`config.mk`:
```
export PLATFORM = sky130hd
export DESIGN_NAME = crc32_frame_deframer_top
export DESIGN_NICKNAME = d
export VERILOG_FILES = /design/src/rtl/cfd_pkg.sv /design/src/rtl/crc32_frame_deframer_top.sv /design/src/rtl/cfd_core.sv /design/src/rtl/cfd_outq.sv
export SDC_FILE = /design/constraint.sdc
export NUM_CORES = 1
export LEC_CHECK = 0
export BUFFER_PORTS_ARGS = -buffer_cell sky130_fd_sc_hd__buf_4
export CORE_MARGIN = 2
export CORE_UTILIZATION = 39
export CTS_CLUSTER_DIAMETER = 200
export CTS_CLUSTER_SIZE = 10
export DETAILED_ROUTE_END_ITERATION = 7
export HOLD_SLACK_MARGIN = 0.06
export SKIP_LAST_GASP = 1
export SLEW_MARGIN = 30
export SYNTH_ARGS = -nofsm -noshare
export SYNTH_HDL_FRONTEND = slang
export SYNTH_SLANG_ARGS = --single-unit
```
`constraint.sdc`:
```
create_clock -name clock -period 8.1 [get_ports clock]
set_clock_uncertainty 0.1 [all_clocks]
set_input_delay 1.215 -clock clock [delete_from_list [all_inputs] [get_ports clock]]
set_output_delay 1.215 -clock clock [all_outputs]
set_load 0.1 [all_outputs]
```
`src/rtl/cfd_pkg.sv`:
```
`default_nettype none

package cfd_pkg;

   // Frame head marker
   localparam logic [7:0] HEAD_BYTE = 8'hAA;

   // Payload capacity after reset
   localparam logic [15:0] CAP_RESET = 16'd56;

   // Result kinds
   localparam logic KIND_DATA    = 1'b0;
   localparam logic KIND_SUMMARY = 1'b1;

   // Summary status codes
   localparam logic [2:0] ST_OK        = 3'd0;
   localparam logic [2:0] ST_HEAD      = 3'd1;
   localparam logic [2:0] ST_LEN_SHORT = 3'd2;
   localparam logic [2:0] ST_TOO_BIG   = 3'd3;
   localparam logic [2:0] ST_TRUNC     = 3'd4;

   // Input transaction
   typedef struct packed {
      logic [7:0] in_byte;
      logic       end_of_buffer;
   } req_type;

   // Result transaction
   typedef struct packed {
      logic        kind;
      logic [7:0]  data_byte;
      logic        msg_valid;
      logic [7:0]  msg_id;
      logic [15:0] pay_len;
      logic [2:0]  status;
      logic        crc_ok;
      logic        last;
   } rsp_type;

   // Results that the parser hands to the output queue for one byte
   typedef struct packed {
      logic    push0;
      logic    push1;
      rsp_type res0;
      rsp_type res1;
   } push_type;

endpackage

`default_nettype wire

```
`src/rtl/crc32_frame_deframer_top.sv`:
```
`default_nettype none

// A byte's results pass through the input register and the output queue before rsp offers them.
// Throughput: one byte per cycle; a byte that yields a payload byte and a summary
// adds one result, and req stalls only while the three-entry output queue cannot take two.
// Reset: synchronous, active high; parser waits for a head byte, CRC is all ones,
// payload capacity returns to 56.

module crc32_frame_deframer_top (
   input  wire logic             clock,
   input  wire logic             reset,
   input  wire logic             req_valid,
   output logic                  req_stall,
   input  wire cfd_pkg::req_type req_data,
   output logic                  rsp_valid,
   input  wire logic             rsp_stall,
   output cfd_pkg::rsp_type      rsp_data,
   input  wire logic             csr_valid,
   output logic                  csr_ready,
   input  wire logic [15:0]      csr_data
);

   logic              in_vld_ff;
   cfd_pkg::req_type  in_ff;
   logic [15:0]       cap_ff;
   logic              room;
   logic              go;
   cfd_pkg::push_type push;

   assign csr_ready = 1'b1;
   assign go        = in_vld_ff && room;
   assign req_stall = in_vld_ff && !go;

   // Capacity register
   always_ff @(posedge clock) begin
      if (reset) begin
         cap_ff <= cfd_pkg::CAP_RESET;
      end else if (csr_valid && csr_ready) begin
         cap_ff <= csr_data;
      end
   end

   // Input register: load on a transaction, drop once parsed
   always_ff @(posedge clock) begin
      if (reset) begin
         in_vld_ff <= 1'b0;
      end else if (req_valid && !req_stall) begin
         in_vld_ff <= 1'b1;
      end else if (go) begin
         in_vld_ff <= 1'b0;
      end
   end

   always_ff @(posedge clock) begin
      if (req_valid && !req_stall) begin
         in_ff <= req_data;
      end
   end

   cfd_core u_core (
      .clock    (clock),
      .reset    (reset),
      .go       (go),
      .item     (in_ff),
      .capacity (cap_ff),
      .push     (push)
   );

   cfd_outq u_outq (
      .clock     (clock),
      .reset     (reset),
      .push      (push),
      .room      (room),
      .rsp_valid (rsp_valid),
      .rsp_stall (rsp_stall),
      .rsp_data  (rsp_data)
   );

endmodule

`default_nettype wire

```
`src/rtl/cfd_core.sv`:
```
`default_nettype none

module cfd_core (
   input  wire logic             clock,
   input  wire logic             reset,
   input  wire logic             go,
   input  wire cfd_pkg::req_type item,
   input  wire logic [15:0]      capacity,
   output cfd_pkg::push_type     push
);

   localparam logic [2:0] PH_HEAD = 3'd0;
   localparam logic [2:0] PH_CRC  = 3'd1;
   localparam logic [2:0] PH_LEN  = 3'd2;
   localparam logic [2:0] PH_ID   = 3'd3;
   localparam logic [2:0] PH_PAY  = 3'd4;
   localparam logic [2:0] PH_DROP = 3'd5;

   localparam logic [31:0] CRC_POLY = 32'hEDB88320;

   // Advance the reflected CRC-32 by one byte
   function automatic logic [31:0] crc_byte(input logic [31:0] c, input logic [7:0] b);
      logic [31:0] r;
      r = c ^ {24'd0, b};
      for (int i = 0; i < 8; i++) begin
         r = r[0] ? ((r >> 1) ^ CRC_POLY) : (r >> 1);
      end
      return r;
   endfunction

   logic [2:0]  phase_ff, phase_in;
   logic [16:0] pos_ff, pos_in;
   logic [15:0] len_ff, len_in;
   logic [7:0]  id_ff, id_in;
   logic [31:0] rcrc_ff, rcrc_in;
   logic [31:0] crc_ff, crc_in;
   logic [2:0]  fstat_ff, fstat_in;

   logic [7:0]       b;
   logic             eob;
   logic [31:0]      crc_nx;
   logic [15:0]      len_full;
   logic             fin;
   logic             skip;
   logic             summ_v;
   cfd_pkg::rsp_type summ;
   cfd_pkg::rsp_type res0;
   logic             push0;
   logic             have_len;
   logic             have_id;

   assign b        = item.in_byte;
   assign eob      = item.end_of_buffer;
   assign crc_nx   = crc_byte(crc_ff, b);
   assign len_full = {b, len_ff[7:0]};

   // Parse one byte
   always_comb begin
      phase_in = phase_ff;
      pos_in   = pos_ff;
      len_in   = len_ff;
      id_in    = id_ff;
      rcrc_in  = rcrc_ff;
      crc_in   = crc_ff;
      fstat_in = fstat_ff;
      fin      = 1'b0;
      skip     = 1'b0;
      summ_v   = 1'b0;
      summ     = '0;
      res0     = '0;
      push0    = 1'b0;
      have_len = 1'b0;
      have_id  = 1'b0;
      push     = '0;

      unique case (phase_ff)
         PH_HEAD: begin
            len_in   = '0;
            id_in    = '0;
            rcrc_in  = '0;
            crc_in   = '1;
            fstat_in = cfd_pkg::ST_OK;
            if (b != cfd_pkg::HEAD_BYTE) begin
               push0        = 1'b1;
               res0.kind    = cfd_pkg::KIND_SUMMARY;
               res0.status  = cfd_pkg::ST_HEAD;
               res0.last    = 1'b1;
               fin          = 1'b1;
            end else begin
               pos_in   = 17'd1;
               phase_in = PH_CRC;
            end
         end
         PH_CRC: begin
            rcrc_in = rcrc_ff | ({24'd0, b} << {pos_ff[1:0] - 2'd1, 3'b000});
            pos_in  = pos_ff + 17'd1;
            if (pos_ff >= 17'd4) begin
               phase_in = PH_LEN;
            end
         end
         PH_LEN: begin
            crc_in = crc_nx;
            if (pos_ff == 17'd5) begin
               len_in = {8'd0, b};
               pos_in = 17'd6;
            end else begin
               len_in = len_full;
               pos_in = 17'd7;
               if (len_full < 16'd3) begin
                  push0       = 1'b1;
                  res0.kind   = cfd_pkg::KIND_SUMMARY;
                  res0.status = cfd_pkg::ST_LEN_SHORT;
                  res0.last   = 1'b1;
                  fin         = 1'b1;
               end else begin
                  fstat_in = ((len_full - 16'd3) > capacity) ? cfd_pkg::ST_TOO_BIG
                                                             : cfd_pkg::ST_OK;
                  phase_in = PH_ID;
               end
            end
         end
         PH_ID: begin
            crc_in = crc_nx;
            id_in  = b;
            pos_in = 17'd8;
            if (len_ff == 16'd3) begin
               fin = 1'b1;
            end else begin
               phase_in = PH_PAY;
            end
         end
         PH_PAY: begin
            crc_in = crc_nx;
            if (fstat_ff == cfd_pkg::ST_OK) begin
               push0          = 1'b1;
               res0.kind      = cfd_pkg::KIND_DATA;
               res0.data_byte = b;
            end
            if (pos_ff >= (17'd4 + {1'b0, len_ff})) begin
               fin = 1'b1;
            end else begin
               pos_in = pos_ff + 17'd1;
            end
         end
         default: begin
            // Drop bytes until the end of the buffer
            skip = 1'b1;
            if (eob) begin
               phase_in = PH_HEAD;
            end
         end
      endcase

      // Close the frame, or report truncation
      have_len = (phase_in == PH_ID) || (phase_in == PH_PAY);
      have_id  = (phase_in == PH_PAY);
      if (!skip) begin
         if (fin) begin
            if (have_len) begin
               summ_v         = 1'b1;
               summ.kind      = cfd_pkg::KIND_SUMMARY;
               summ.msg_valid = 1'b1;
               summ.msg_id    = id_in;
               summ.pay_len   = len_in - 16'd3;
               summ.status    = fstat_in;
               summ.crc_ok    = (~crc_in == rcrc_in);
               summ.last      = 1'b1;
            end
            phase_in = eob ? PH_HEAD : PH_DROP;
         end else if (eob) begin
            summ_v         = 1'b1;
            summ.kind      = cfd_pkg::KIND_SUMMARY;
            summ.msg_valid = have_id;
            summ.msg_id    = have_id ? id_in : 8'd0;
            summ.pay_len   = have_len ? (len_in - 16'd3) : 16'd0;
            summ.status    = cfd_pkg::ST_TRUNC;
            summ.last      = 1'b1;
            phase_in       = PH_HEAD;
         end
      end

      // Pack results in order, summary after any data byte
      if (go) begin
         if (push0) begin
            push.push0 = 1'b1;
            push.res0  = res0;
            push.push1 = summ_v;
            push.res1  = summ;
         end else begin
            push.push0 = summ_v;
            push.res0  = summ;
         end
      end
   end

   // Hold state unless a byte advances
   always_ff @(posedge clock) begin
      if (reset) begin
         phase_ff <= PH_HEAD;
         pos_ff   <= '0;
         len_ff   <= '0;
         id_ff    <= '0;
         rcrc_ff  <= '0;
         crc_ff   <= '1;
         fstat_ff <= cfd_pkg::ST_OK;
      end else if (go) begin
         phase_ff <= phase_in;
         pos_ff   <= pos_in;
         len_ff   <= len_in;
         id_ff    <= id_in;
         rcrc_ff  <= rcrc_in;
         crc_ff   <= crc_in;
         fstat_ff <= fstat_in;
      end
   end

endmodule

`default_nettype wire

```
`src/rtl/cfd_outq.sv`:
```
`default_nettype none

module cfd_outq (
   input  wire logic              clock,
   input  wire logic              reset,
   input  wire cfd_pkg::push_type push,
   output logic                   room,
   output logic                   rsp_valid,
   input  wire logic              rsp_stall,
   output cfd_pkg::rsp_type       rsp_data
);

   cfd_pkg::rsp_type q_ff [3];
   cfd_pkg::rsp_type q_in [3];
   logic [1:0]       cnt_ff, cnt_in;
   logic [1:0]       c1;
   logic             pop;

   assign rsp_valid = (cnt_ff != 2'd0);
   assign rsp_data  = q_ff[0];
   assign pop       = rsp_valid && !rsp_stall;
   assign c1        = cnt_ff - {1'b0, pop};
   assign room      = (c1 <= 2'd1);

   // Shift out the head, append new results behind the survivors
   always_comb begin
      q_in[0] = pop ? q_ff[1] : q_ff[0];
      q_in[1] = pop ? q_ff[2] : q_ff[1];
      q_in[2] = q_ff[2];
      if (push.push0) begin
         q_in[c1] = push.res0;
      end
      if (push.push1) begin
         q_in[c1 + 2'd1] = push.res1;
      end
      cnt_in = c1 + {1'b0, push.push0} + {1'b0, push.push1};
   end

   always_ff @(posedge clock) begin
      if (reset) begin
         cnt_ff <= '0;
      end else begin
         cnt_ff <= cnt_in;
      end
   end

   always_ff @(posedge clock) begin
      q_ff <= q_in;
   end

`ifndef ASSERT_OFF
   a_push_order: assert property (@(posedge clock) disable iff (reset)
      push.push1 |-> push.push0 && push.res1.last)
      else $error("second result of a byte is not a summary behind a first one");

   a_no_overflow: assert property (@(posedge clock) disable iff (reset)
      push.push0 |-> room)
      else $error("result pushed without room in the queue");

   a_drain: assert property (@(posedge clock) disable iff (reset)
      (cnt_ff == 2'd1) && pop && !push.push0 |=> !rsp_valid)
      else $error("queue shows a result after its last one left");
`endif

endmodule

`default_nettype wire

```
======== Yosys cells after proc, flatten, opt, wreduce, memory -nomap -nowiden ========
Index checks and enable logic that the tools add are counted.
storage, ports and cells
  logic and storage cells ................. 175
  bits in registers ....................... 256
  input port bits ......................... 30
  output and inout port bits .............. 42
operators by class
  magnitude comparators ................... 9
  reductions and logical operators ........ 18
  shift operators ......................... 1
  bitwise logic cells ..................... 13
  mux-type cells .......................... 77
  eq/ne operators ......................... 12
  add/subtract/negate cells ............... 9
operator list
  kind                                                                   number
  32-bit 2-to-1 mux                                                      8
  117-bit bitwise mux                                                    2
  117-bit 2-to-1 mux                                                     2
  39-bit 2-to-1 mux                                                      6
  39-bit demux with 2-bit select                                         2
  32-bit case mux with 2 select lines                                    2
  13-bit NOT with 14-bit output                                          8
  17-bit case mux with 5 select lines                                    1
  80-bit 2-to-1 mux                                                      1
  30-bit 2-to-1 mux                                                      2
  28-bit 2-to-1 mux                                                      2
  3-bit 2-to-1 mux                                                       13
  17-bit 2-to-1 mux                                                      2
  32-bit == test                                                         1
  16-bit 2-to-1 mux                                                      2
  32-bit NOT                                                             1
  32-bit bitwise OR                                                      1
  16-bit case mux with 2 select lines                                    1
  8-bit by 5-bit left shift with 32-bit output                           1
  16-bit by 2-bit subtractor with 16-bit output (second input constant)  2
  32-bit by 8-bit XOR with 32-bit output                                 1
  8-bit 2-to-1 mux                                                       3
  1-bit 2-to-1 mux                                                       18
  17-bit by 1-bit adder with 17-bit output (second input constant)       1
  36 further kinds                                                       56

======== Logic depth before layout (Yosys ltp) ========
  word-level depth ........................ 29
  gate-level depth with buffers ........... 19
  gate-level depth less buffers ........... 17

======== Modules after synthesis ========
A second synthesis with hierarchy kept.
second synthesis, totals
  cell total of the unflattened synthesis .. 2,124
  area, all modules ....................... 16,842.4 um2
modules (own cells, without submodules)
  module                    area each (um2)  sequential area each (um2)  cells an instance  times used
  cfd_core                  9,211.3          2,222.1                     1,197              1
  cfd_outq                  6,715.2          2,382.3                     859                1
  crc32_frame_deframer_top  915.9            610.6                       68                 1

======== Least setup slack after synthesis ========
OpenSTA, ideal clock, no wires.
  path kind ............................... input to output
  start point ............................. input port rsp_stall
  end point ............................... output port req_stall
  path buffers ............................ 3
  path slack .............................. 3.329 ns
  arrival time ............................ 3.456 ns
  data required time ...................... 6.785 ns
  stages on the path ...................... 8
  cells stage by stage .................... nand2b_1 clkbuf_1 inv_2 clkbuf_1 buf_1 ha_1 xor2_1 and2_1
between the ends
  longest elaborated chain between the ends .. 7
ends and longest elaborated chain
  item                                            line                            source
  from (decl)                                     crc32_frame_deframer_top.sv:16  input wire logic rsp_stall,
  1-bit logical NOT                               cfd_outq.sv:21                  assign pop = rsp_valid && !rsp_stall;
  1-bit logical AND                               cfd_outq.sv:21
  2-bit by 1-bit subtractor with 2-bit output     cfd_outq.sv:22                  assign c1 = cnt_ff - {1'b0, pop};
  2-bit by 1-bit <= comparator with 1-bit output  cfd_outq.sv:23                  assign room = (c1 <= 2'd1);
  1-bit logical AND                               crc32_frame_deframer_top.sv:31  assign go = in_vld_ff && room;
  1-bit logical NOT                               crc32_frame_deframer_top.sv:32  assign req_stall = in_vld_ff && !go;
  1-bit logical AND                               crc32_frame_deframer_top.sv:32
  to (decl)                                       crc32_frame_deframer_top.sv:13  output logic req_stall,
Every way passes these cells.

==> results.json <==
{
  "cp.arrival_ns": 6.22,
  "peakVddDrop_mv": 0.207,
  "cpMaxStageDelayCell": "clkinv_2",
  "power_density_mw_per_mm2": 308,
  "ys.flop_type": "dfxtp_1",
  "grt_setup_unrepaired": "false",
  "yosys-top-cells-area": "dfxtp_1 34%, mux2i_1 5.0%, nor2_1 4.4%",
  "area_delta_synth_final_pct": 9.15,
  "grt_max_degree": 66,
  "synth-seq-cells": 256,
  "maxCapViolCount": 0,
  "cts_resized": 0,
  "viasPerCell": 5.79,
  "syn-num-nets": 1771,
  "cts_max_level": 1,
  "initial_core_util": 0.394,
  "synth.most_common_cell": "dfxtp_1",
  "slew_viol_final": 0,
  "track_usage": 0.219,
  "grt_pass1_vias": 11873,
  "drt_iter0_markers": 1147,
  "remaining_drc_errors": 0,
  "antenna_found_initial": 0,
  "cts-root-buf": "clkbuf_16",
  "async_flop_share": 0,
  "postCtsSetupRepairBufs": 0,
  "hold_buffers": 0,
  "num_vias": 12580,
  "min_period_over_period": 0.722,
  "syn_area_mm2": 0.0147,
  "power_w": 0.00496,
  "crit_required_ns": 8.48,
  "fin_crit_ns": 5.85,
  "synth_warnings": 0,
  "grt_pass1_wl_mm": 68.0,
  "ys_top_cells_by_count": "247 x dfxtp_1, 174 x nor2_1, 160 x nand2_1, 92 x clkbuf_1, 86 x a21oi_1",
  "cp_max_fo": 51,
  "diodes": 0,
  "grt-ovfl-total": 0,
  "finalHoldWorstSlack_ns": 0.347,
  "numClockSinks": 256,
  "status": "finished clean",
  "crit_chain": "buf_4, nand2b_1, clkinv_2, ha_1, xor2_1, inv_1, and2_2, buf_4, nand2_1, nor3_1, o21a_2, o21ba_1, or2_1, o22ai_1",
  "yosysSeqAreaShare": 0.354,
  "final-setup-viol-count": 0,
  "rows": 71,
  "yosys.area.top_type": "dfxtp_1",
  "cts_buffers": 29,
  "syn_area_per_cell_um2": 8.68,
  "cts_tree": "yes",
  "drtAntennaViolNets": 0,
  "worst_slew_pin_slew_ns": 0.974,
  "final-hold-violation-count": 0,
  "slowest_delay_ns": 0.75,
  "setup_tns_ns": 0,
  "path_clk_slew_ns": 0.05,
  "wl_per_cell_um": 19.9,
  "synth_cell_type_count": 93,
  "start_kind": "primary input",
  "fin_nets": 1730,
  "drive_above_1_share": 0.109,
  "die_width_um": 198,
  "p_leak_nw": 6.13,
  "drt_first_pass_iters": 7,
  "utilization": 0.430,
  "path_class": "in2reg",
  "die_y_um": 198,
  "clockBufferDepth": 3,
  "fp.coreArea_mm2": 0.0374,
  "synth_top_area_frac": 0.336,
  "synth_edf_count": 9,
  "worstSkewPairLatency_ns": 0.58,
  "min_path_type": "reg2reg",
  "syn_inst": 1698,
  "fmax_mhz": 171,
  "pin_count": 72,
  "dp_hpwl_mm": 29.6,
  "crit_path_frequent_cell": "buf_4",
  "drt-total-wl_mm": 43.2,
  "portBuffers": 70,
  "endpoint_kind": "flip-flop",
  "place_congestion": 0.926,
  "relSlewSlack": 0.349,
  "die-area_mm2": 0.0393
}
==> cell usage in the layout, fill, tap and decap left out, drive strengths merged, types with 14 or more instances in the layout <==
cell and n:
nand4 17, nand3 29, a21oi 87, a211oi 56, nor4 14, and2 40, o22ai 62, mux2i 73
nor3 26, nand2b 15, o21ai 71, nand2 161, xor2 40, nor2 174, ha 42, xnor2 69
a31oi 22, inv 40, a22oi 33, xnor3 18, buf 93, a32oi 14, dfxtp 247, clkbuf 32
nand3b 14
==> critical path: cells and delay by family <==
kind | cells | cell delay [ns]
and+or+nand+nor | 5 | 1.96
buffers and inverters | 4 | 1.42
AOI/OAI and AO/OA | 3 | 0.93
adders and majority gates | 1 | 0.46
xor gates and xnor gates | 1 | 0.19
==> power by group <==
group	switching (W)	internal (W)
logic	0.00142	0.000734
registers	0.000149	0.00147
clock network	0.000511	0.000667
==> final cells by class <==
class	instances	area [um2]
fill	3686	21300
multi-input combinational	1237	8580
sequential	256	5220
clock buffer	32	737
timing repair buffer	93	702
tap	511	639
inverter	40	151
clock inverter	2	50.0
==> sequential cells by signal (all words and copies together), names as in the netlist, 2 cells and up <==
register         cells
u_outq.q_ff         78
u_core.crc_ff       32
cap_ff              16
u_core.len_ff       16
u_core.rcrc_ff      32
u_outq.cnt_ff        2
u_outq.rsp_data     39
u_core.id_ff         8
u_core.fstat_ff      3
u_core.phase_ff      3
u_core.pos_ff       17
in_ff                9
==> logic make-up (layout without fill, tap and decap cells) <==
logic type,Yosys count,count (layout),share of synthesized area
adder cells (fa/ha/maj),43,43,0.0370
buffers and inverters,205,167,0.0663
multiplexers,76,76,0.0519
other,1,1,0.000255
AO/OA/AOI/OAI,434,434,0.199
flip-flops,256,256,0.354
AND/OR/NAND/NOR,550,550,0.179
XOR/XNOR,133,133,0.112
==> path summary, 6_finish.rpt <==
path | to | depth (start not counted) | slack, ns | start
max | u_outq.q_ff[55]$_DFF_P_ | 14 | 2.25 | rsp_stall
min | u_outq.q_ff[28]$_DFF_P_ | 2 | 0.35 | u_outq.q_ff[28]$_DFF_P_
max reg2reg | u_outq.q_ff[55]$_DFF_P_ | 14 | 2.38 | u_outq.cnt_ff[0]$_SDFF_PP0_
min reg2reg | u_outq.q_ff[28]$_DFF_P_ | 2 | 0.35 | u_outq.q_ff[28]$_DFF_P_
==> stage by stage <==
| stage | instances | setup WS, ns | area (um2) |
|---|---|---|---|
| after global placement | 2136 | 1.87 | 15300 |
| after detailed placement | 2136 | 1.81 | 15300 |
| after CTS | 2170 | 2.39 | 16000 |
| final | 2171 | 2.25 | 16100 |
| after floorplan | 1698 | 3.33 | 14700 |
| after global routing | 2171 | 1.90 | 16100 |
==> per-layer routing <==
| metal | vias to the layer above | GRT usage | share of wire |
|---|---|---|---|
| met4 | 0 | 0.0521 | 0.020 |
| met2 | 430 | 0.337 | 0.43 |
| met3 | 52 | 0.0313 | 0.063 |
| met5 | - | 0 | 0 |
| li1 | 5961 | - | - |
| met1 | 6137 | 0.322 | 0.48 |
(Power assumes the default switching activity.)
